===== config.mk =====
export PLATFORM = sky130hd
export DESIGN_NAME = c3zpn_mac
export DESIGN_NICKNAME = d
export VERILOG_FILES = /design/src/c3zpn_pkg.sv /design/src/c3zpn_mac.sv
export SDC_FILE = /design/constraint.sdc
export NUM_CORES = 1
export LEC_CHECK = 0
export BUFFER_PORTS_ARGS = -buffer_cell sky130_fd_sc_hd__buf_4
export CAP_MARGIN = 20
export CORE_ASPECT_RATIO = 1.25
export CORE_UTILIZATION = 62
export CTS_CLUSTER_SIZE = 30
export DETAILED_ROUTE_END_ITERATION = 16
export HOLD_SLACK_MARGIN = 0.12
export PLACE_DENSITY = 0.83
export SYNTH_ARGS = -nofsm -noshare
export SYNTH_HDL_FRONTEND = slang
export SYNTH_SLANG_ARGS = --single-unit

===== constraint.sdc =====
create_clock -name aclk -period 10.68 [get_ports aclk]
set_input_delay 1.602 -clock aclk [delete_from_list [all_inputs] [get_ports aclk]]
set_output_delay 1.602 -clock aclk [all_outputs]
set_load 0.02 [all_outputs]

===== src/c3zpn_pkg.sv =====
// ============================================================================
// c3zpn_pkg: shared types and constants for the 3x3 normalized convolution
// Register indexes, input opcodes, kernel geometry and the control bundle
// that travels with each item down the arithmetic pipeline.
// ============================================================================
package c3zpn_pkg;

    // Kernel geometry
    localparam int unsigned KERNEL_DIM   = 3;
    localparam int unsigned NUM_TAPS     = 9;
    localparam int unsigned WEIGHT_BITS  = 4;
    localparam int unsigned KERNEL_BITS  = 36;
    // Nine 4-bit weights sum to at most 135
    localparam int unsigned WSUM_BITS    = 8;

    // Configuration port
    localparam int unsigned CFG_ADDR_BITS = 2;
    localparam int unsigned CFG_DATA_BITS = 36;
    localparam int unsigned CFG_DIM_BITS  = 9;

    localparam logic [CFG_ADDR_BITS-1:0] REG_IMAGE_WIDTH    = 2'd0;
    localparam logic [CFG_ADDR_BITS-1:0] REG_IMAGE_HEIGHT   = 2'd1;
    localparam logic [CFG_ADDR_BITS-1:0] REG_KERNEL_WEIGHTS = 2'd2;

    // Image geometry
    localparam int unsigned ROW_BITS   = 9;
    localparam int unsigned HEIGHT_MAX = 256;
    localparam int unsigned DIM_RESET  = 129;

    localparam logic [KERNEL_BITS-1:0] KERNEL_RESET = 36'h111111111;

    // Input opcodes
    localparam logic OP_PIXEL = 1'b0;
    localparam logic OP_DRAIN = 1'b1;

    // Control that rides along with each item in the pipeline
    typedef struct packed {
        logic valid;
        logic last;
        logic wzero;
    } pipe_ctrl_t;

endpackage


===== src/c3zpn_mac.sv =====
// ============================================================================
// c3zpn_mac: weighted sum of the 3x3 neighborhood
// Stage one forms the nine products and the weight sum, stage two adds the
// products into the dividend.
// ============================================================================
module c3zpn_mac #(
    parameter int unsigned PIX_W = 8,
    parameter int unsigned ACC_W = 16
) (
    input  logic                                     aclk,
    input  logic                                     aresetn,
    input  c3zpn_pkg::pipe_ctrl_t                    in_ctrl,
    input  logic [c3zpn_pkg::NUM_TAPS*PIX_W-1:0]     in_win,
    input  logic [c3zpn_pkg::KERNEL_BITS-1:0]        kernel,
    output logic                                     in_ready,
    input  logic                                     out_ready,
    output c3zpn_pkg::pipe_ctrl_t                    out_ctrl,
    output logic [ACC_W-1:0]                         out_acc,
    output logic [c3zpn_pkg::WSUM_BITS-1:0]          out_wsum
);

    localparam int unsigned TAPS   = c3zpn_pkg::NUM_TAPS;
    localparam int unsigned KD     = c3zpn_pkg::KERNEL_DIM;
    localparam int unsigned WB     = c3zpn_pkg::WEIGHT_BITS;
    localparam int unsigned SW     = c3zpn_pkg::WSUM_BITS;
    localparam int unsigned PROD_W = PIX_W + WB;

    logic [PROD_W-1:0]     prod_reg  [TAPS];
    logic [PROD_W-1:0]     prod_next [TAPS];
    logic [SW-1:0]         wsum1_reg, wsum_next, wsum2_reg;
    logic [ACC_W-1:0]      acc_reg, acc_next;
    c3zpn_pkg::pipe_ctrl_t ctrl1_reg, ctrl2_reg;
    logic                  rdy1, rdy2;

    // Advance each stage when it is empty or the one after moves
    assign rdy2     = !ctrl2_reg.valid || out_ready;
    assign rdy1     = !ctrl1_reg.valid || rdy2;
    assign in_ready = rdy1;

    // Products: weight r*3+c meets window pixel c*3+r
    always_comb begin
        wsum_next = '0;
        for (int r = 0; r < KD; r++) begin
            for (int c = 0; c < KD; c++) begin
                prod_next[r*KD + c] =
                    PROD_W'(kernel[(r*KD + c)*WB +: WB]) *
                    PROD_W'(in_win[(c*KD + r)*PIX_W +: PIX_W]);
                wsum_next = wsum_next + SW'(kernel[(r*KD + c)*WB +: WB]);
            end
        end
    end

    // Sum the products
    always_comb begin
        acc_next = '0;
        for (int k = 0; k < TAPS; k++) begin
            acc_next = acc_next + ACC_W'(prod_reg[k]);
        end
    end

    always_ff @(posedge aclk) begin
        if (!aresetn) begin
            ctrl1_reg <= '0;
            ctrl2_reg <= '0;
        end else begin
            if (rdy1) begin
                ctrl1_reg <= '{valid: in_ctrl.valid, last: in_ctrl.last,
                               wzero: (wsum_next == '0)};
            end
            if (rdy2) begin
                ctrl2_reg <= ctrl1_reg;
            end
        end
    end

    always_ff @(posedge aclk) begin
        if (rdy1 && in_ctrl.valid) begin
            wsum1_reg <= wsum_next;
            for (int k = 0; k < TAPS; k++) begin
                prod_reg[k] <= prod_next[k];
            end
        end
        if (rdy2 && ctrl1_reg.valid) begin
            acc_reg   <= acc_next;
            wsum2_reg <= wsum1_reg;
        end
    end

    assign out_ctrl = ctrl2_reg;
    assign out_acc  = acc_reg;
    assign out_wsum = wsum2_reg;

endmodule


Yosys cells after proc, flatten, opt, wreduce, memory -nomap -nowiden
Memories as Yosys holds them, arrays and structs flattened.
Cells that the tools add are included.
{ "word_totals": {"word_cells": 44, "ram_bits": 108, "latch_bits": 0, "romBits": 0, "output_inout_bits": 28, "memories": 1, "regBits": 38, "input_bits": 114} }
{ "classes": {"n_addsub": 16, "n_eq_ne": 0, "n_reduce_logical": 7, "bitwise": 0, "shift": 0, "muxes": 2, "magnitude_cmp": 0, "n_mul": 9, "n_div": 0} }
{ "memory_table": {"columns": ["name", "words", "width", "rd", "rd_clocked_by_memory_dff", "write_ports", "line_no", "text"], "rows": [
  ["prod_reg", 9, 12, 9, 0, 9, "c3zpn_mac.sv:28", "logic [PROD_W-1:0] prod_reg [TAPS];"]
]} }
{ "ops": {"columns": ["operator", "n"], "rows": [
  ["multiplier 4 x 8 -> 12 bit", 9],
  ["adder 16 x 12 -> 16 bit", 4],
  ["adder 8 x 4 -> 8 bit", 4],
  ["adder 15 x 12 -> 16 bit", 1],
  ["adder 14 x 12 -> 15 bit", 1],
  ["adder 13 x 12 -> 14 bit", 1],
  ["adder 12 x 12 -> 13 bit", 1],
  ["adder 7 x 4 -> 8 bit", 1],
  ["zero test 8 bit", 1],
  ["adder 6 x 4 -> 7 bit", 1],
  ["adder 5 x 4 -> 6 bit", 1],
  ["adder 4 x 4 -> 5 bit", 1],
  ["logical AND 1 bit", 2],
  ["zero test 1 bit", 2],
  ["logical OR 1 bit", 2],
  ["two-way mux 1 bit", 2]
]} }

Depth between registers and ports, before layout
{ "depth": {"ltp_word": 9, "depth_mapped": 16, "mapped_depth_nobuf": 16} }

Worst setup path after synthesis
No wires, ideal clock.
{ "synth_timing": {"path_type": "input to register", "start": "in out_ready", "end": "mem prod_reg[0][0] (netlist bit), enable pin", "path_buffers": 0, "arrival_time_ns": 7.264, "path_stages": 2, "t_required_ns": 10.051, "setup_time_ns": 0.629, "slack_ns": 2.787, "cell_sequence": "nor2b_4 -> a21oi_1"} }
{ "synth_lines": {"columns": ["element", "line_no", "text"], "rows": [
  ["start, declared", "c3zpn_mac.sv:16", "input logic out_ready,"],
  ["end, declared", "c3zpn_mac.sv:28", null]
]} }

Worst setup path in the final report
{ "layout_timing": {"start": "in kernel[2] (netlist bit)", "end": "reg ctrl1_reg[0] (netlist bit)"} }
{ "layout_via": {"elab_chain_len": 9} }
{ "layout_rtl": {"columns": ["element", "line_no", "text"], "rows": [
  ["start, declared", "c3zpn_mac.sv:14", "input logic [c3zpn_pkg::KERNEL_BITS-1:0] kernel,"],
  ["adder 4 x 4 -> 5 bit", "c3zpn_mac.sv:48", "wsum_next = wsum_next + SW'(kernel[(r*KD + c)*WB +: WB]);"],
  ["adder 5 x 4 -> 6 bit", "c3zpn_mac.sv:48", null],
  ["adder 6 x 4 -> 7 bit", "c3zpn_mac.sv:48", null],
  ["adder 7 x 4 -> 8 bit", "c3zpn_mac.sv:48", null],
  ["adder 8 x 4 -> 8 bit (4 in a row)", "c3zpn_mac.sv:48", null],
  ["via wsum_next[3]", "c3zpn_mac.sv:30", "logic [SW-1:0] wsum1_reg, wsum_next, wsum2_reg;"],
  ["zero test 8 bit", "c3zpn_mac.sv:68", "wzero: (wsum_next == '0)};"],
  ["end signal, assigned", "c3zpn_mac.sv:67", "ctrl1_reg <= '{valid: in_ctrl.valid, last: in_ctrl.last,"],
  ["end, declared", "c3zpn_mac.sv:32", "c3zpn_pkg::pipe_ctrl_t ctrl1_reg, ctrl2_reg;"]
]} }
The timed path passes the listed nets, and every way through them passes these cells.
A chain may end at the register's enable or synchronous reset.

==> impl_metrics.yaml <==
die:
  coreArea_um2: 25400
  die_x_um: 146
  io_pins: 142
  die_area_um2: 26500
  initial_core_util_pct: 63.2
  die_h_um: 182
  rows: 65
global_route:
  grt_max_degree: 71
  antenna_found_initial: 0
  grt_pass1_wl_um: 58100
  grt_overflow: 0
  first_global_vias: 11800
  grt_usage_pct: 28.3
finish:
  layout_common_cells: "283 x inv_1, 216 x fa_1, 196 x nand2_1"
  nets: 2210
  area_growth_pct: 12.9
  largest_reg_flops: 108
  fill_cells: 1853
  postLayoutCoreUtil_pct: 71.4
  drive_above_1_share_pct: 11.4
  final_common_cell: "inv_1"
  antenna_cells: 0
synthesis:
  async_reset_ff_share_pct: 0
  synth_enable_flop_cells: 140
  synth_flop_cell: "edfxtp_1"
  syn_area_um2: 16000
  synthCells: 1563
  yosysSeqAreaShare_pct: 26.9
  ys_warn_count: 0
  syn_avg_cell_area_um2: 10.3
  synth-seq-cells: 146
  syn-num-nets: 2063
  synth_cell_type_count: 52
detailed_routing:
  vias: 11500
  drt-initial-drc-count: 726
  drc_errors: 0
  ant_nets: 0
  wl_met2_um: 18800
  wl_per_cell_um: 17.1
  highest_layer: "met4"
  route.met3.wl_um: 1660
  wl_met1_um: 13800
  wirelength_um: 35200
  dr.pass1.iters: 5
  avgViaCountPerCell: 5.59
setup_path:
  critPathKind: "in2reg"
  crit_top_cell: "fa_1"
  crit_fanout: 9
  worstPathArrival_ns: 5.87
  endpoint_kind: "flop"
  path_cells: "buf_4 -> inv_1 -> fa_1 -> inv_1 -> fa_1 -> fa_1 -> inv_1 -> fa_1 -> inv_1 -> ha_1 -> fa_1 -> nor4_1 -> nand2_1 -> or3b_1 -> or4_1 -> o21ai_0"
  crit_slowest_cell: "fa_1"
  crit_required_ns: 11.04
  slowest_delay_ns: 0.52
  path_buf_inv: 5
  cp-start-kind: "input pin"
  crit_family: "adder cells"
timing:
  fmax_mhz: 182
  layout_min_cycle_time_ns: 5.51
  period_share_pct: 51.6
  rsz0062_at_grt: "false"
  slew_headroom_pct: 42.8
  fin_setup_tns_ns: 0
  fin_skew_ns: 0.0126
  setup_violations: 0
  max_slew.worst_pin.slew_ns: 0.857
  final_max_slew_viol_count: 0
  timing_hold_violations_final: 0
cts:
  cts_resized: 0
  holdBufCountCts: 0
  clock_sinks: 146
  numCtsBuffers: 17
  h-tree-depth: 4
  cts-root-buf: "clkbuf_16"
  cts_tree: "yes"
  post_cts_buffers: 0
  cts.clk_slew.worst_paths_ns: 0.06
  max-clock-path-buffers: 2
  clk_latency_ns: 0.43
worst_hold_path:
  hp-class: "reg2reg"
placed_design:
  io_buffer_count: 140
  place_hpwl_um: 29100
  routabilityCongestion: 0.870
run:
  maxCapViolations: 0
status:
  status: "complete, no violations"
[logic make-up (layout without fill, tap and decap cells)]
family,count (synthesis),in the layout,share of synthesized area (%)
simple gates,505,505,15.5
mux,4,4,0.249
flops,146,146,26.9
fa+ha+maj,386,386,40.2
xor+xnor,72,72,3.93
compound gates,152,152,6.20
buf+inv,298,458,6.99
[layout make-up]
type | instances | area [um2] | area share [%]
clock buffer | 17 | 425 | 2.35
multi-input combinational | 1119 | 10600 | 58.6
clock inverter | 15 | 185 | 1.02
sequential | 146 | 4320 | 23.9
inverter | 283 | 1060 | 5.86
tap | 335 | 419 | 2.31
timing repair buffer | 143 | 1090 | 6.03
[Yosys cell counts, types with 2 or more instances]
| cell type | instances | area (um2) |
|---|---|---|
| inv_1 | 283 | 1060 |
| fa_1 | 216 | 4320 |
| nand2_1 | 196 | 736 |
| ha_1 | 170 | 2130 |
| edfxtp_1 | 140 | 4200 |
| and2_1 | 118 | 738 |
| nor2_1 | 59 | 221 |
| xnor2_1 | 54 | 473 |
| a21oi_1 | 45 | 225 |
| nor3_1 | 27 | 135 |
| nor2b_1 | 26 | 163 |
| o21ai_0 | 24 | 120 |
| nand3_1 | 19 | 95.1 |
| xor2_1 | 18 | 158 |
| or2_2 | 17 | 106 |
| a21o_1 | 12 | 90.1 |
| clkbuf_1 | 12 | 45.0 |
| o211ai_1 | 11 | 82.6 |
| o31ai_1 | 11 | 82.6 |
| nand2b_1 | 10 | 62.6 |
| o21a_1 | 9 | 67.6 |
| or3_1 | 9 | 56.3 |
| a211oi_1 | 8 | 60.1 |
| nor4_1 | 8 | 50.1 |
| a2111oi_0 | 6 | 52.6 |
| and3_1 | 6 | 37.5 |
| dfxtp_1 | 6 | 120 |
| a21boi_0 | 4 | 30.0 |
| a31oi_1 | 4 | 25.0 |
| mux2i_1 | 4 | 40.0 |
| nand3b_1 | 4 | 30.0 |
| nor4b_1 | 3 | 26.3 |
| o2111ai_1 | 2 | 17.5 |
| o21bai_1 | 2 | 15.0 |
| o311a_1 | 2 | 20.0 |
| o311ai_0 | 2 | 17.5 |
[per-stage QoR]
step	worst slack (ns)	hold WS, ns	cells	cell area [um2]
after CTS	5.12	0.419	2057	18100
final	5.17	0.419	2058	18100
after global placement	4.75	0.406	2025	17500
after floorplan	2.79	0.400	1563	16000
after global routing	4.99	0.420	2058	18100
after detailed placement	4.70	0.405	2025	17500
[layer usage]
layer	track usage (%)	vias up
li1	-	5358
met1	34.9	5727
met2	51.6	372
met3	3.24	57
met4	8.97	0
met5	0	-
[path summary, 6_finish.rpt]
path,start,endpoint,slack (ns),cells past startpoint
min reg2reg,wsum1_reg[6],out_wsum[6],0.42,0
min,wsum1_reg[6],out_wsum[6],0.42,0
max,kernel[2],ctrl1_reg[0],5.17,16
max reg2reg,prod_reg[0][49],out_acc[14],6.10,16
Power is not shown: default switching activity piles up to over one toggle a cycle in this logic, so the estimate is an artifact.
