[src/c3zpn_pkg.sv]
// ============================================================================
// c3zpn_pkg: shared types and constants for the 3x3 normalized convolution
// Register indexes, input opcodes, kernel geometry and the control bundle
// that travels with each item down the arithmetic pipeline.
// ============================================================================
package c3zpn_pkg;

    // Kernel geometry
    localparam int unsigned KERNEL_DIM   = 3;
    localparam int unsigned NUM_TAPS     = 9;
    localparam int unsigned WEIGHT_BITS  = 4;
    localparam int unsigned KERNEL_BITS  = 36;
    // Nine 4-bit weights sum to at most 135
    localparam int unsigned WSUM_BITS    = 8;

    // Configuration port
    localparam int unsigned CFG_ADDR_BITS = 2;
    localparam int unsigned CFG_DATA_BITS = 36;
    localparam int unsigned CFG_DIM_BITS  = 9;

    localparam logic [CFG_ADDR_BITS-1:0] REG_IMAGE_WIDTH    = 2'd0;
    localparam logic [CFG_ADDR_BITS-1:0] REG_IMAGE_HEIGHT   = 2'd1;
    localparam logic [CFG_ADDR_BITS-1:0] REG_KERNEL_WEIGHTS = 2'd2;

    // Image geometry
    localparam int unsigned ROW_BITS   = 9;
    localparam int unsigned HEIGHT_MAX = 256;
    localparam int unsigned DIM_RESET  = 129;

    localparam logic [KERNEL_BITS-1:0] KERNEL_RESET = 36'h111111111;

    // Input opcodes
    localparam logic OP_PIXEL = 1'b0;
    localparam logic OP_DRAIN = 1'b1;

    // Control that rides along with each item in the pipeline
    typedef struct packed {
        logic valid;
        logic last;
        logic wzero;
    } pipe_ctrl_t;

endpackage

[src/c3zpn_div_cell.sv]
// ============================================================================
// c3zpn_div_cell: one restoring-division step
// Compares the running remainder with the aligned divisor, settles one
// quotient bit and hands remainder, divisor and quotient to the next cell.
// ============================================================================
module c3zpn_div_cell #(
    parameter int unsigned PIX_W = 8,
    parameter int unsigned ACC_W = 16
) (
    input  logic                  aclk,
    input  logic                  aresetn,
    input  c3zpn_pkg::pipe_ctrl_t in_ctrl,
    input  logic [ACC_W-1:0]      in_rem,
    input  logic [ACC_W-1:0]      in_dsh,
    input  logic [PIX_W-1:0]      in_quot,
    output logic                  in_ready,
    input  logic                  out_ready,
    output c3zpn_pkg::pipe_ctrl_t out_ctrl,
    output logic [ACC_W-1:0]      out_rem,
    output logic [ACC_W-1:0]      out_dsh,
    output logic [PIX_W-1:0]      out_quot
);

    c3zpn_pkg::pipe_ctrl_t ctrl_reg;
    logic [ACC_W-1:0]      rem_reg, dsh_reg, rem_next;
    logic [PIX_W-1:0]      quot_reg;
    logic [PIX_W:0]        quot_shift;
    logic                  ge;

    assign in_ready = !ctrl_reg.valid || out_ready;

    // Subtract the aligned divisor when it fits
    always_comb begin
        ge         = (in_rem >= in_dsh);
        rem_next   = ge ? (in_rem - in_dsh) : in_rem;
        quot_shift = {in_quot, ge};
    end

    always_ff @(posedge aclk) begin
        if (!aresetn) begin
            ctrl_reg <= '0;
        end else if (in_ready) begin
            ctrl_reg <= in_ctrl;
        end
    end

    always_ff @(posedge aclk) begin
        if (in_ready && in_ctrl.valid) begin
            rem_reg  <= rem_next;
            dsh_reg  <= in_dsh >> 1;
            quot_reg <= quot_shift[PIX_W-1:0];
        end
    end

    assign out_ctrl = ctrl_reg;
    assign out_rem  = rem_reg;
    assign out_dsh  = dsh_reg;
    assign out_quot = quot_reg;

endmodule

[config.mk]
export PLATFORM = sky130hd
export DESIGN_NAME = c3zpn_div_cell
export DESIGN_NICKNAME = d
export VERILOG_FILES = /design/src/c3zpn_pkg.sv /design/src/c3zpn_div_cell.sv
export SDC_FILE = /design/constraint.sdc
export NUM_CORES = 1
export LEC_CHECK = 0
export BUFFER_PORTS_ARGS = -buffer_cell sky130_fd_sc_hd__buf_2
export CAP_MARGIN = 0
export CORE_AREA = 5 5 76 78
export CTS_BUF_LIST = sky130_fd_sc_hd__clkbuf_16
export CTS_CLUSTER_SIZE = 16
export DETAILED_ROUTE_END_ITERATION = 16
export DIE_AREA = 0 0 81 83
export PLACE_DENSITY = 0.81
export SLEW_MARGIN = 20
export SYNTH_ARGS = -nofsm -noshare
export SYNTH_HDL_FRONTEND = slang
export SYNTH_SLANG_ARGS = --single-unit
export TNS_END_PERCENT = 5
[constraint.sdc]
create_clock -name aclk -period 5.4 [get_ports aclk]
set_clock_uncertainty 0.1 [all_clocks]
set_input_delay 0.81 -clock aclk [delete_from_list [all_inputs] [get_ports aclk]]
set_output_delay 0.81 -clock aclk [all_outputs]
set_load 0.02 [all_outputs]
After elaboration in Yosys (flattened, before gate mapping)
Cells that the tools add are included.
Word-level totals
  input bits: 46
  flip-flop bits (word level): 42
  output and inout bits: 44
Cells by class
  reduce and logical (&&, ||, !) cells: 3
  add/subtract/negate cells: 1
  muxes and demuxes: 1
  magnitude comparators: 1
Operators with widths (count)
  greater-or-equal comparator 16 bit: 1
  2-to-1 mux 16 bit: 1
  subtractor 16 bit: 1
  logical AND 1 bit: 1
  logical NOT 1 bit: 1
  logical OR 1 bit: 1

Logic depth before layout (Yosys ltp)
Gate-level depths: netlist (run 1).
  depth after elaboration: 3
  gate-level depth with buffers: 10

Worst setup path after synthesis (run 1)
Ideal clock, no wire load.
  kind: input -> register
  start: input out_ready
  end: register dsh_reg[0], in the netlist out_dsh[0] (enable)
  setup slack: 2.198 ns
  arrival time: 2.662 ns
  path buffers: 0
  setup time: 0.440 ns
  cell stages on the path: 2
  path through: nor2b_1 -> nor2b_1
On the way
  cells in the longest elaborated chain, start to end: 2
Ends and longest elaborated chain
  start, declared: RTL line c3zpn_div_cell.sv:17  | input logic out_ready,
  logical OR 1 bit: RTL line c3zpn_div_cell.sv:30  | assign in_ready = !ctrl_reg.valid || out_ready;
  logical AND 1 bit: RTL line c3zpn_div_cell.sv:48  | if (in_ready && in_ctrl.valid) begin
  end signal, assigned: RTL line c3zpn_div_cell.sv:50  | dsh_reg <= in_dsh >> 1;
  end, declared: RTL line c3zpn_div_cell.sv:25  | logic [ACC_W-1:0] rem_reg, dsh_reg, rem_next;
No other way between the ends.
A chain may end at the register's enable or synchronous reset.

Worst setup path in the final report (run 1)
  start: input in_rem[0]
  end: register rem_reg[6], in the netlist out_rem[6], data pin
On the way
  cells in the longest elaborated chain, start to end: 2
Ends and longest elaborated chain
  start, declared: RTL line c3zpn_div_cell.sv:13  | input logic [ACC_W-1:0] in_rem,
  subtractor 16 bit or greater-or-equal comparator 16 bit (tied branches): RTL line c3zpn_div_cell.sv:35, c3zpn_div_cell.sv:34
  2-to-1 mux 16 bit *: RTL line c3zpn_div_cell.sv:35  | rem_next = ge ? (in_rem - in_dsh) : in_rem;
  named net rem_next[6]: RTL line c3zpn_div_cell.sv:25
  end signal, assigned: RTL line c3zpn_div_cell.sv:49  | rem_reg <= rem_next;
  end, declared: RTL line c3zpn_div_cell.sv:25
The timed path passes the listed nets; every way through them passes the cells marked *.

==> summary.md, run 1 <==
| Metric | Value |
|---|---|
| Status | complete, no violations |
| Min cycle time layout | 3.46 ns |
| Cell count after synthesis | 206 |
| Buf+Inv Stages, Crit Path | 2 |
| CTS Buf Count | 5 |
| Layout area overhead | 28.0% |
| Die span in y | 83 um |
| Rows | 26 |
| Worst R2R Start | out_ctrl[2]$_SDFFE_PN0N_ |
| Min-Delay Path Depth | 2 |
| Cell variety after synth | 49 |
| Final Hold Vio Count | 0 |
| Slowest-stage cell, CP | a211oi_4 |
| PortBufs | 87 |
| MaxCap Viol Count | 0 |
| Actual slew at the worst max-slew pin | 1.06 ns |
| Post-synthesis mux area share | 0.0838 |
| Layout Utilization | 0.637 |
| Pins over their slew limit | 0 |
| Critical Path Max Stage Delay | 0.89 ns |
| Initial antenna violation count | 0 |
| 1st-pass router iterations | 4 |
| Synth Area in Adders | 0.0883 |
| Syn_area_per_cell | 12.1 um2 |
| PwrDens | 305 nW/um2 |
| TNS Setup | 0 ns |
| Worst endpoint data arrival time | 3.40 ns |
| Grt ovf | 0 |
| Die W | 81 um |
| FILL cells | 426 |
| Reg-to-reg endpoint | out_dsh[3]$_DFFE_PP_ |
| Seq/Total Area, Yosys | 0.494 |
| RSZ-0062 raised after global routing | no |
| Critical path launch point type | input pin |
| Drt via density | 5.20 |
| WL per Instance | 14.5 um |
| Remaining antenna violation count | 0 |
| Io pins | 90 |
| Post-CTS setup buffers | 0 |
| Vias in the first global route | 1,905 |
| Worst VDD drop | 0.189 mV |
| Post-synthesis xor/xnor area fraction | 0.0281 |
| CTS tree | done |
| Final HPWL DP | 3910 um |
| Total Power | 973 uW |
| Initial Utilization | 0.498 |
| Final net count | 361 |
| DR iter-0 viols | 102 |
| WS Path Type | in -> reg |
| Clock insertion delay at the later pin of the skew report | 0.28 ns |
| Mapped Nets | 269 |
| Core area | 5010 um2 |
| Req. time, crit path | 5.33 ns |
| Share of cells above drive strength 1 | 0.388 |
| Simple-gate portion of the synthesized area | 0.101 |
| First-pass GRT wire length | 8380 um |
| Dominant delay contributor by cell family on the critical path | compound AO/OA/AOI/OAI gates |
| Largest net degree at the start of global routing | 40 |
| Reg clk slew, reported paths | 0.06 ns |
| Routed via count | 1,919 |
| Worst r2r path cells | 3 |
| GPL Wtd Cong | 0.872 |
| Hold path startpoint | out_ctrl[0]$_SDFFE_PN0N_ |
| Synth warnings | 0 |
| Clk buf depth | 2 |
| Die Area | 6720 um2 |
| N_diodes | 0 |
| H-tree levels | 2 |
| CTS sink count | 42 |
| Total Routed Length | 5360 um |
| DRC | 0 |
| LEAKAGE | 0.00145 uW |
| Synthesized cell area | 2490 um2 |
| Worst path cell trace | buf_2, inv_1, ha_1, fa_1, nor2b_4, o31a_4, o21ai_4, nand3b_4, a211oi_4, mux2_2 |
| F_max | 289 MHz |
| Post-synthesis sequential element count | 42 |
| Compound-Gate Fraction of Synth Area | 0.163 |
| Largest family of logic cells by synthesized area | compound AO/OA/AOI/OAI gates |
| Worst R2R Setup Slack | 3.78 ns |
| Hold endpoint | out_ctrl[0]$_SDFFE_PN0N_ |
| Relative slew slack | 0.293 |
| Clock root cell | clkbuf_16 |
| Crit end category | flop |
| Crit-path max FO | 17 |
| GRT Util Overall | 0.156 |
| Hold Path Class | reg -> reg |
| Final worst-path cycle share | 0.641 |
| CTS hold repair buffers | 0 |
| Final setup fails | 0 |
| CTS resizes | 0 |
flip-flops by register name, indices dropped and copies added (netlist names):
name / count
out_quot: 8
out_rem: 16
out_ctrl: 3
out_dsh: 15
tightest hold or removal path, delay by kind of cell (launching register included):
family           cells  cell delay [ns]
and+or+nand+nor      1             0.10
muxes                1             0.08
DFF                  1             0.32
synth_stat cells (all sizes together):
library cell   n  share of area
a21oi         15          0.030
buf            2         0.0090
edfxtp        39           0.47
clkbuf         1         0.0015
xnor2          6          0.021
nor2b          9          0.026
xor2           2         0.0070
and3           2         0.0050
o22ai          1         0.0025
mux2i          4          0.016
a31oi          1         0.0025
o21a           6          0.018
and4           1         0.0035
nand3          6          0.012
a211oi         2          0.011
dfxtp          3          0.024
a21o           5          0.015
or2            1         0.0025
nand3b         3          0.014
fa             1         0.0080
o21bai         1         0.0030
or4            1         0.0030
nor3           5          0.010
conb           1         0.0015
ha            16          0.080
mux2          13          0.068
nor4           2         0.0050
o21ai          7          0.019
o31ai          2         0.0060
a21bo          1         0.0040
a2111oi        1         0.0035
o211a          1         0.0040
a211o          1         0.0035
o211ai         3         0.0090
o31a           5          0.021
or3            1         0.0025
nor2           4         0.0060
nand2          8          0.012
inv           20          0.030
a21boi         2         0.0060
a2111o         1         0.0045
layout by cell type, fill, tap and decap left out, types with 2 or more instances in the layout:
cell | Yosys | layout
and3_1 | 2 | 2
mux2_2 | 7 | 7
nor3_1 | 5 | 5
mux2i_1 | 4 | 4
a21oi_1 | 15 | 15
buf_2 | 0 | 87
inv_1 | 20 | 21
xor2_1 | 2 | 2
ha_1 | 16 | 16
nor2b_4 | 1 | 2
a21o_1 | 5 | 5
clkbuf_16 | 0 | 5
nor4_1 | 2 | 2
o211ai_1 | 3 | 3
o21ai_0 | 6 | 6
o21a_1 | 6 | 6
nor2_1 | 4 | 4
nand3b_1 | 2 | 2
mux2_4 | 6 | 6
edfxtp_1 | 39 | 39
nor2b_1 | 8 | 7
dfxtp_1 | 3 | 3
nand3_1 | 6 | 6
nand2_1 | 8 | 8
xnor2_1 | 6 | 6
o31a_1 | 4 | 4
o31ai_1 | 2 | 2
kinds of logic after synthesis:
group,after synthesis
AOI/OAI and AO/OA,55
and+or+nand+nor,43
muxes,17
xor gates and xnor gates,8
other,1
DFF,42
adders and majority gates,17
buffers and inverters,23
metal layers:
| metal | global-route usage | vias to the layer above | wire length [um] |
|---|---|---|---|
| met2 | 0.273 | 71 | 2620 |
| met5 | 0 | - | 0 |
| met3 | 0.0357 | 7 | 417 |
| met1 | 0.178 | 884 | 2230 |
| met4 | 0.0630 | 0 | 86 |
| li1 | - | 957 | - |
where the power goes:
part	total (uW)	switching [uW]	internal, uW
Sequential	395	5.53	389
Clock	336	120	216
Combinational	243	136	107
metrics by stage:
step	hold slack, ns	cell area, um2	setup WS, ns	instances
after floorplan	0.496	2490	2.20	206
after global routing	0.462	3190	1.80	369
final	0.432	3190	1.94	369
after global placement	0.397	3000	1.67	360
after detailed placement	0.423	3000	1.64	360
after CTS	0.440	3160	1.91	368
cell type report:
type | instances | area (um2) | area share
Sequential cell | 42 | 1230 | 0.386
Multi-Input combinational cell | 141 | 1170 | 0.366
Timing Repair Buffer | 88 | 463 | 0.145
Clock buffer | 5 | 125 | 0.0392
Tap cell | 70 | 87.6 | 0.0274
Inverter | 20 | 75.1 | 0.0235
Clock inverter | 3 | 41.3 | 0.0129
how the worst max path moves through the flow:
stage                          from              endpoint  slack, ns  cells past startpoint
final                     in_rem[0]  out_rem[6]$_DFFE_PP_       1.94                     10
after global routing      in_rem[0]  out_rem[3]$_DFFE_PP_       1.80                     10
after floorplan           out_ready  out_dsh[0]$_DFFE_PP_       2.20                      2
after detailed placement  in_rem[0]  out_rem[6]$_DFFE_PP_       1.64                     10
after CTS                 in_rem[0]  out_rem[6]$_DFFE_PP_       1.91                     10
after global placement    in_rem[0]  out_rem[7]$_DFFE_PP_       1.67                     10
Power figures use the tool's default switching activity.
==> run 2: changes to the inputs <==
--- a/config.mk
+++ b/config.mk
@@ -5,14 +5,15 @@
 export SDC_FILE = /design/constraint.sdc
 export NUM_CORES = 1
 export LEC_CHECK = 0
+export ABC_AREA = 1
 export BUFFER_PORTS_ARGS = -buffer_cell sky130_fd_sc_hd__buf_2
 export CAP_MARGIN = 0
-export CORE_AREA = 5 5 76 78
+export CORE_AREA = 5 5 80 82
 export CTS_BUF_LIST = sky130_fd_sc_hd__clkbuf_16
 export CTS_CLUSTER_SIZE = 16
 export DETAILED_ROUTE_END_ITERATION = 16
-export DIE_AREA = 0 0 81 83
-export PLACE_DENSITY = 0.81
+export DIE_AREA = 0 0 85 87
+export PLACE_DENSITY = 0.79
 export SLEW_MARGIN = 20
 export SYNTH_ARGS = -nofsm -noshare
 export SYNTH_HDL_FRONTEND = slang
==> constraint.sdc (replaced) <==
create_clock -name aclk -period 3.2 [get_ports aclk]
set_clock_uncertainty 0.1 [all_clocks]
set_input_delay 0.48 -clock aclk [delete_from_list [all_inputs] [get_ports aclk]]
set_output_delay 0.48 -clock aclk [all_outputs]
set_load 0.02 [all_outputs]
==> run 2 against run 1 <==
  * Total power rose by 64%
  * Wire length grew 15%
  * Non-clock buffer count stayed put
  * Critical endpoint is now out_rem[7]$_DFFE_PP_
  * Largest power group unchanged
  * Highest routed layer unchanged
==> summary.md, run 2 <==
| Metric | Value |
|---|---|
| Status | complete, no violations (unchanged) |
| Die Area | 7400 um2 (was 6720 um2) |
| Synth warnings | 0 (unchanged) |
| Slowest-stage cell, CP | nand3_4 (was a211oi_4) |
| Buf+Inv Stages, Crit Path | 3 (was 2) |
| Post-synth top area cell | edfxtp_1 (unchanged) |
| Fin Hold WS | 0.277 ns (was 0.432 ns) |
| Simple-gate portion of the synthesized area | 0.282 (was 0.101) |
| Final setup fails | 0 (unchanged) |
| Most frequent cells in the layout | nand2_1, buf_2, inv_1 (was buf_2, edfxtp_1, inv_1) |
| Req. time, crit path | 3.12 ns (was 5.33 ns) |
| Worst endpoint data arrival time | 2.31 ns (was 3.40 ns) |
| Synthesized cell area | 2780 um2 (was 2490 um2) |
| CTS tree | done (unchanged) |
| Post-CTS setup buffers | 0 (unchanged) |
| Compound-Gate Fraction of Synth Area | 0.0514 (was 0.163) |
| MaxCap Viol Count | 0 (unchanged) |
| LEAKAGE | 0.00184 uW (was 0.00145 uW) |
| Io pins | 90 (unchanged) |
| Post-synth top flop | edfxtp_1 (unchanged) |
| Post-synth top area share | 0.422 (was 0.470) |
| H-tree levels | 2 (unchanged) |
| Layout area overhead | 23.2% (was 28.0%) |
| GRT Util Overall | 0.174 (was 0.156) |
| Mapped Nets | 396 (was 269) |
| GPL Wtd Cong | 0.909 (was 0.872) |
| DRC | 0 (unchanged) |
| F_max | 418 MHz |
| DR iter-0 viols | 101 (was 102) |
| N_diodes | 0 (unchanged) |
| Post-synthesis mux area share | 0 (was 0.0838) |
| Crit end category | flop (unchanged) |
| Dominant delay contributor by cell family on the critical path | simple AND/OR/NAND/NOR gates (was compound AO/OA/AOI/OAI gates) |
| WS Path Type | in -> reg (unchanged) |
| Seq/Total Area, Yosys | 0.443 (was 0.494) |
| Most common cell after layout, fill and taps aside | nand2_1 (was buf_2) |
| TNS Setup | 0 ns (unchanged) |
| Clock root cell | clkbuf_16 (unchanged) |
| Total Routed Length | 6150 um (was 5360 um) |
| Largest net degree at the start of global routing | 28 (was 40) |
| Reg clk slew, reported paths | 0.06 ns (about the same) |
| Largest family of logic cells by synthesized area | simple AND/OR/NAND/NOR gates (was compound AO/OA/AOI/OAI gates) |
| Routed via count | 2,300 (was 1,919) |
| GR Layer Usage met3 | 0.0360 (was 0.0357) |
| Final Hold Vio Count | 0 (unchanged) |
| Share of cells above drive strength 1 | 0.308 (was 0.388) |
| Max reg flops | 16 (unchanged) |
| Pins over their slew limit | 0 (unchanged) |
| Crit-path max FO | 26 (was 17) |
| Post-synthesis sequential element count | 42 (unchanged) |
| Hold Path Class | in -> reg (was reg -> reg) |
| Core area | 5680 um2 (was 5010 um2) |
| Min cycle time layout | 2.39 ns |
| Rows | 28 (was 26) |
| Final net count | 488 (was 361) |
| Syn_area_per_cell | 8.34 um2 (was 12.1 um2) |
| Grt ovf | 0 (unchanged) |
| PwrDens | 466 nW/um2 (was 305 nW/um2) |
| CTS resizes | 0 (unchanged) |
| CTS Buf Count | 5 (unchanged) |
| EDFF count, synth | 39 (unchanged) |
| Remaining antenna violation count | 0 (unchanged) |
| Clock insertion delay at the later pin of the skew report | 0.28 ns (about the same) |
| First-pass GRT wire length | 10,300 um (was 8380 um) |
| Most common cell in the netlist | nand2_1 (was edfxtp_1) |
| GR peak layer | met2 (unchanged) |
| Worst path cell trace | buf_2, inv_1, ha_1, fa_1, inv_1, nand2_1, nand2_1, nand3_1, nand2_1, nand2_2, nand3_4, nand2_1, o21ai_2 (was buf_2, inv_1, ha_1, fa_1, nor2b_4, o31a_4, o21ai_4, nand3b_4, a211oi_4, mux2_2) |
| Die span in y | 87 um (was 83 um) |
| Initial antenna violation count | 0 (unchanged) |
| Vias in the first global route | 2,338 (was 1,905) |
| Cell mode on critical path | nand2_1 |
| WL per Instance | 12.3 um (was 14.5 um) |
| CTS hold repair buffers | 0 (unchanged) |
| Asr flop ratio synth | 0 (unchanged) |
| DP Worst Slack | 0.508 ns (was 1.64 ns) |
| Final worst-path cycle share | 0.747 |
| Total Power | 1590 uW (was 973 uW) |
| CTS sink count | 42 (unchanged) |
| Drt via density | 4.59 (was 5.20) |
| Worst VDD drop | 0.242 mV (was 0.189 mV) |
| RSZ-0062 raised after global routing | no (unchanged) |
| GR Layer Usage met2 | 0.309 (was 0.273) |
| Clk buf depth | 2 (unchanged) |
| PortBufs | 87 (unchanged) |
| Cell count after synthesis | 333 (was 206) |
| Final HPWL DP | 5070 um (was 3910 um) |
| Post-synthesis xor/xnor area fraction | 0.0221 (was 0.0281) |
| Critical Path Max Stage Delay | 0.37 ns (was 0.89 ns) |
| Die W | 85 um (was 81 um) |
| Initial Utilization | 0.489 (was 0.498) |
| Critical path launch point type | input pin (unchanged) |
| Synth Area in Adders | 0.0793 (was 0.0883) |
| Routing usage on met1 | 0.215 (was 0.178) |
| Synth cell count leaders | nand2_1, inv_1, edfxtp_1 (was edfxtp_1, inv_1, ha_1) |
| Largest cells by area after synthesis | edfxtp_1, nand2_1, inv_1 (was edfxtp_1, ha_1, mux2_4) |
| Cell variety after synth | 30 (was 49) |
| 1st-pass router iterations | 4 (unchanged) |
| Final Worst Setup Slack | 0.811 ns (was 1.94 ns) |
run 2: cell count changes after synthesis, sizes merged, moves of 5 or more:
cell | previous run | this run
nor2b | 9 | 0
inv | 20 | 78
a21o | 5 | 0
o31a | 5 | 0
mux2 | 13 | 0
nor2 | 4 | 19
a21oi | 15 | 7
xnor2 | 6 | 1
nand3 | 6 | 19
o21a | 6 | 1
nand2 | 8 | 110
nand4 | 0 | 10
run 2: final cells by class:
class	count	area (um2)
Sequential cell	42	1230
Tap cell	75	93.8
Clock inverter	3	16.3
Multi-Input combinational cell	210	1220
Timing Repair Buffer	88	443
Clock buffer	5	125
Inverter	78	293
Fill cell	564	2260
run 2: layer usage:
layer  part of all wire  vias up
li1                   -     1234
met1               0.44     1011
met2               0.50       53
met3              0.053        2
met4             0.0026        0
met5                  0        -
run 2: final timing paths:
check / from / end / slack (ns) / cells after the start
worst max-delay path: in_rem[0] / out_rem[7]$_DFFE_PP_ / 0.81 / 13
worst min-delay path: in_quot[3] / out_quot[4]$_DFFE_PP_ / 0.28 / 1
worst max register to register: out_ctrl[2]$_SDFFE_PN0N_ / out_quot[6]$_DFFE_PP_ / 1.59 / 4
worst min register to register: out_ctrl[1]$_SDFFE_PN0N_ / out_ctrl[1]$_SDFFE_PN0N_ / 0.38 / 2
run 2: through the flow:
stage          std cells   util  cell area [um2]
2_1_floorplan        333      -             2780
3_3_place_gp         493  0.578             3280
3_5_place_dp         493  0.578             3280
4_1_cts              501  0.603             3420
5_1_grt              501  0.603             3420
6_report             501  0.603             3420
run 2: logic make-up (layout without fill, tap and decap cells):
family	after synthesis	after routing
AND/OR/NAND/NOR	166	166
buffers and inverters	81	174
flip-flops	42	42
AO/OA/AOI/OAI	19	19
adder cells (fa/ha/maj)	17	17
XOR/XNOR	7	7
other	1	1
run 2: report_power, final:
| group | leakage, uW | switching [uW] | internal, uW | total (uW) |
|---|---|---|---|---|
| combinational | 0.00137 | 282 | 151 | 432 |
| sequential | 0.000404 | 9.64 | 659 | 669 |
| clock | 0.0000672 | 206 | 285 | 491 |
==> run 3: changes to the inputs <==
==> constraint.sdc (replaced) <==
create_clock -name aclk -period 2.4 [get_ports aclk]
set_clock_uncertainty 0.1 [all_clocks]
set_input_delay 0.36 -clock aclk [delete_from_list [all_inputs] [get_ports aclk]]
set_output_delay 0.36 -clock aclk [all_outputs]
set_load 0.02 [all_outputs]
==> run 3 against run 2 <==
  * First-iteration DRC count down 18%
  * Final cell count rose by 0.80%
  * Final area up 1.2%
  * Global-route usage is 0.50 points lower
  * Combinational power is 38% higher
  * Clock-buffer cell count unchanged
  * Register-to-register slack got worse by 0.64 ns
  * Critical path depth unchanged
  * Critical path type unchanged
==> summary.md, run 3 (same netlist as run 2, synthesis figures left out) <==
| Metric | Value |
|---|---|
| Top sig layer | met4 (unchanged) |
| Die span in y | 87 um (unchanged) |
| CTS tree | done (unchanged) |
| CTS Buf Count | 5 (unchanged) |
| FILL cells | 527 (was 564) |
| Routed via count | 2,351 (was 2,300) |
| Core area | 5680 um2 (unchanged) |
| Drt via density | 4.66 (was 4.59) |
| Final net count | 492 (was 488) |
| Post-CTS setup buffers | 0 (unchanged) |
| Die W | 85 um (unchanged) |
| Clk buf depth | 2 (unchanged) |
| CTS resizes | 0 (unchanged) |
| M1 WL | 2610 um (was 2710 um) |
| Die Area | 7400 um2 (unchanged) |
| PortBufs | 87 (unchanged) |
| MaxCap Viol Count | 0 (unchanged) |
| Layout area overhead | 24.7% (was 23.2%) |
| Clock insertion delay at the later pin of the skew report | 0.28 ns (about the same) |
| Routed wl met3 | 402 um (was 327 um) |
| Total Routed Length | 6260 um (was 6150 um) |
| Initial Utilization | 0.489 (unchanged) |
| CTS sink count | 42 (unchanged) |
| Max reg flops | 16 (unchanged) |
| Area of the multi-input gates | 1220 um2 (unchanged) |
| Crit end category | flop (unchanged) |
| Crit-path max FO | 20 (was 26) |
| Cell Area, Placed | 3320 um2 (was 3280 um2) |
| Reg clk slew, reported paths | 0.06 ns (about the same) |
| Most common cell after layout, fill and taps aside | nand2_1 (unchanged) |
| Largest net degree at the start of global routing | 40 (was 28) |
| Final setup fails | 0 (unchanged) |
| Final Hold Vio Count | 0 (unchanged) |
| Share of cells above drive strength 1 | 0.314 (was 0.308) |
| Sequential cell area | 1230 um2 (unchanged) |
| Actual slew at the worst max-slew pin | 0.500 ns |
| TNS Setup | 0 ns (unchanged) |
| Metal2 WL | 3140 um (was 3100 um) |
| Remaining antenna violation count | 0 (unchanged) |
| Initial antenna violation count | 0 (unchanged) |
| Final worst-path cycle share | 0.841 |
| GPL Wtd Cong | 0.881 (was 0.909) |
| LEAKAGE | 0.00187 uW (was 0.00184 uW) |
| Rows | 28 (unchanged) |
| Min cycle time layout | 2.02 ns |
| Final HPWL DP | 5110 um (was 5070 um) |
| Worst R2R Start | out_ctrl[2]$_SDFFE_PN0N_ (unchanged) |
| GRT Util Overall | 0.169 (was 0.174) |
| CTS hold repair buffers | 0 (unchanged) |
| Io pins | 90 (unchanged) |
| Status | complete, no violations (unchanged) |
| Critical path launch point | in_rem[0] (unchanged) |
| WL per Instance | 12.4 um (was 12.3 um) |
| Relative slew slack | 0.666 |
| Total Power | 2140 uW (was 1590 uW) |
| Hold Path Class | in -> reg (unchanged) |
| First-pass GRT wire length | 9980 um (was 10,300 um) |
| Pins over their slew limit | 0 (unchanged) |
| N_diodes | 0 (unchanged) |
| Worst endpoint data arrival time | 1.95 ns (was 2.31 ns) |
| PwrDens | 618 nW/um2 (was 466 nW/um2) |
| Clock root cell | clkbuf_16 (unchanged) |
| Finished Cell Area | 3460 um2 (was 3420 um2) |
| Hold path startpoint | in_quot[3] (unchanged) |
| WS Path Type | in -> reg (unchanged) |
| F_max | 495 MHz |
| Most frequent cells in the layout | nand2_1, buf_2, inv_1 (unchanged) |
| RSZ-0062 raised after global routing | no (unchanged) |
| DR iter-0 viols | 83 (was 101) |
| Worst VDD drop | 0.331 mV (was 0.242 mV) |
| Req. time, crit path | 2.33 ns (was 3.12 ns) |
| Critical path launch point type | input pin (unchanged) |
| Grt ovf | 0 (unchanged) |
| H-tree levels | 2 (unchanged) |
| Vias in the first global route | 2,285 (was 2,338) |
| 1st-pass router iterations | 4 (unchanged) |
| DRC | 0 (unchanged) |
==> run 3: changes by cell type in the layout (fill, tap and decap cells not counted), sizes merged <==
cell and change:
buf +4
==> run 3: path summary, 6_finish.rpt <==
check	endpoint	slack, ns	cells past startpoint
setup reg to reg	out_dsh[0]$_DFFE_PP_	0.95	4
hold / removal	out_quot[4]$_DFFE_PP_	0.15	1
setup / recovery	out_rem[5]$_DFFE_PP_	0.38	13
hold reg to reg	out_ctrl[0]$_SDFFE_PN0N_	0.38	2
==> run 3: per-stage QoR <==
stage / instances / utilization / setup slack (ns) / hold WS (ns)
global route: 505 / 0.610 / 0.218 / 0.149
detailed placement: 497 / 0.585 / 0.0734 / 0.372
finish: 505 / 0.610 / 0.382 / 0.155
floorplan: 333 / - / 0.259 / 0.359
global placement: 497 / 0.585 / 0.126 / 0.360
CTS: 505 / 0.610 / 0.365 / 0.155
==> run 3: area by class of cell <==
type / count / share of cell area
Clock buffer: 5 / 0.0361
Sequential cell: 42 / 0.356
Timing Repair Buffer: 92 / 0.140
Clock inverter: 3 / 0.00470
Tap cell: 75 / 0.0271
Multi-Input combinational cell: 210 / 0.352
Inverter: 78 / 0.0846
==> run 3: worst max-delay path, cell delays in order <==
cell	delay (ns)
buf_2	0.07
inv_1	0.05
ha_1	0.22
fa_1	0.41
inv_1	0.10
nand2_1	0.06
nand2_1	0.08
nand3_1	0.07
nand2_1	0.12
nand2_2	0.09
nand3_4	0.08
buf_12	0.17
o21ai_2	0.06
==> run 3: per-layer routing <==
layer  up-vias  GRT usage
met5         -          0
met4         0     0.0532
met3        11     0.0360
met2        72      0.292
met1      1036      0.210
li1       1232          -
==> run 3: where the power goes <==
part	switching, uW	internal, uW
combinational	380	215
sequential	13.8	879
clock	274	380
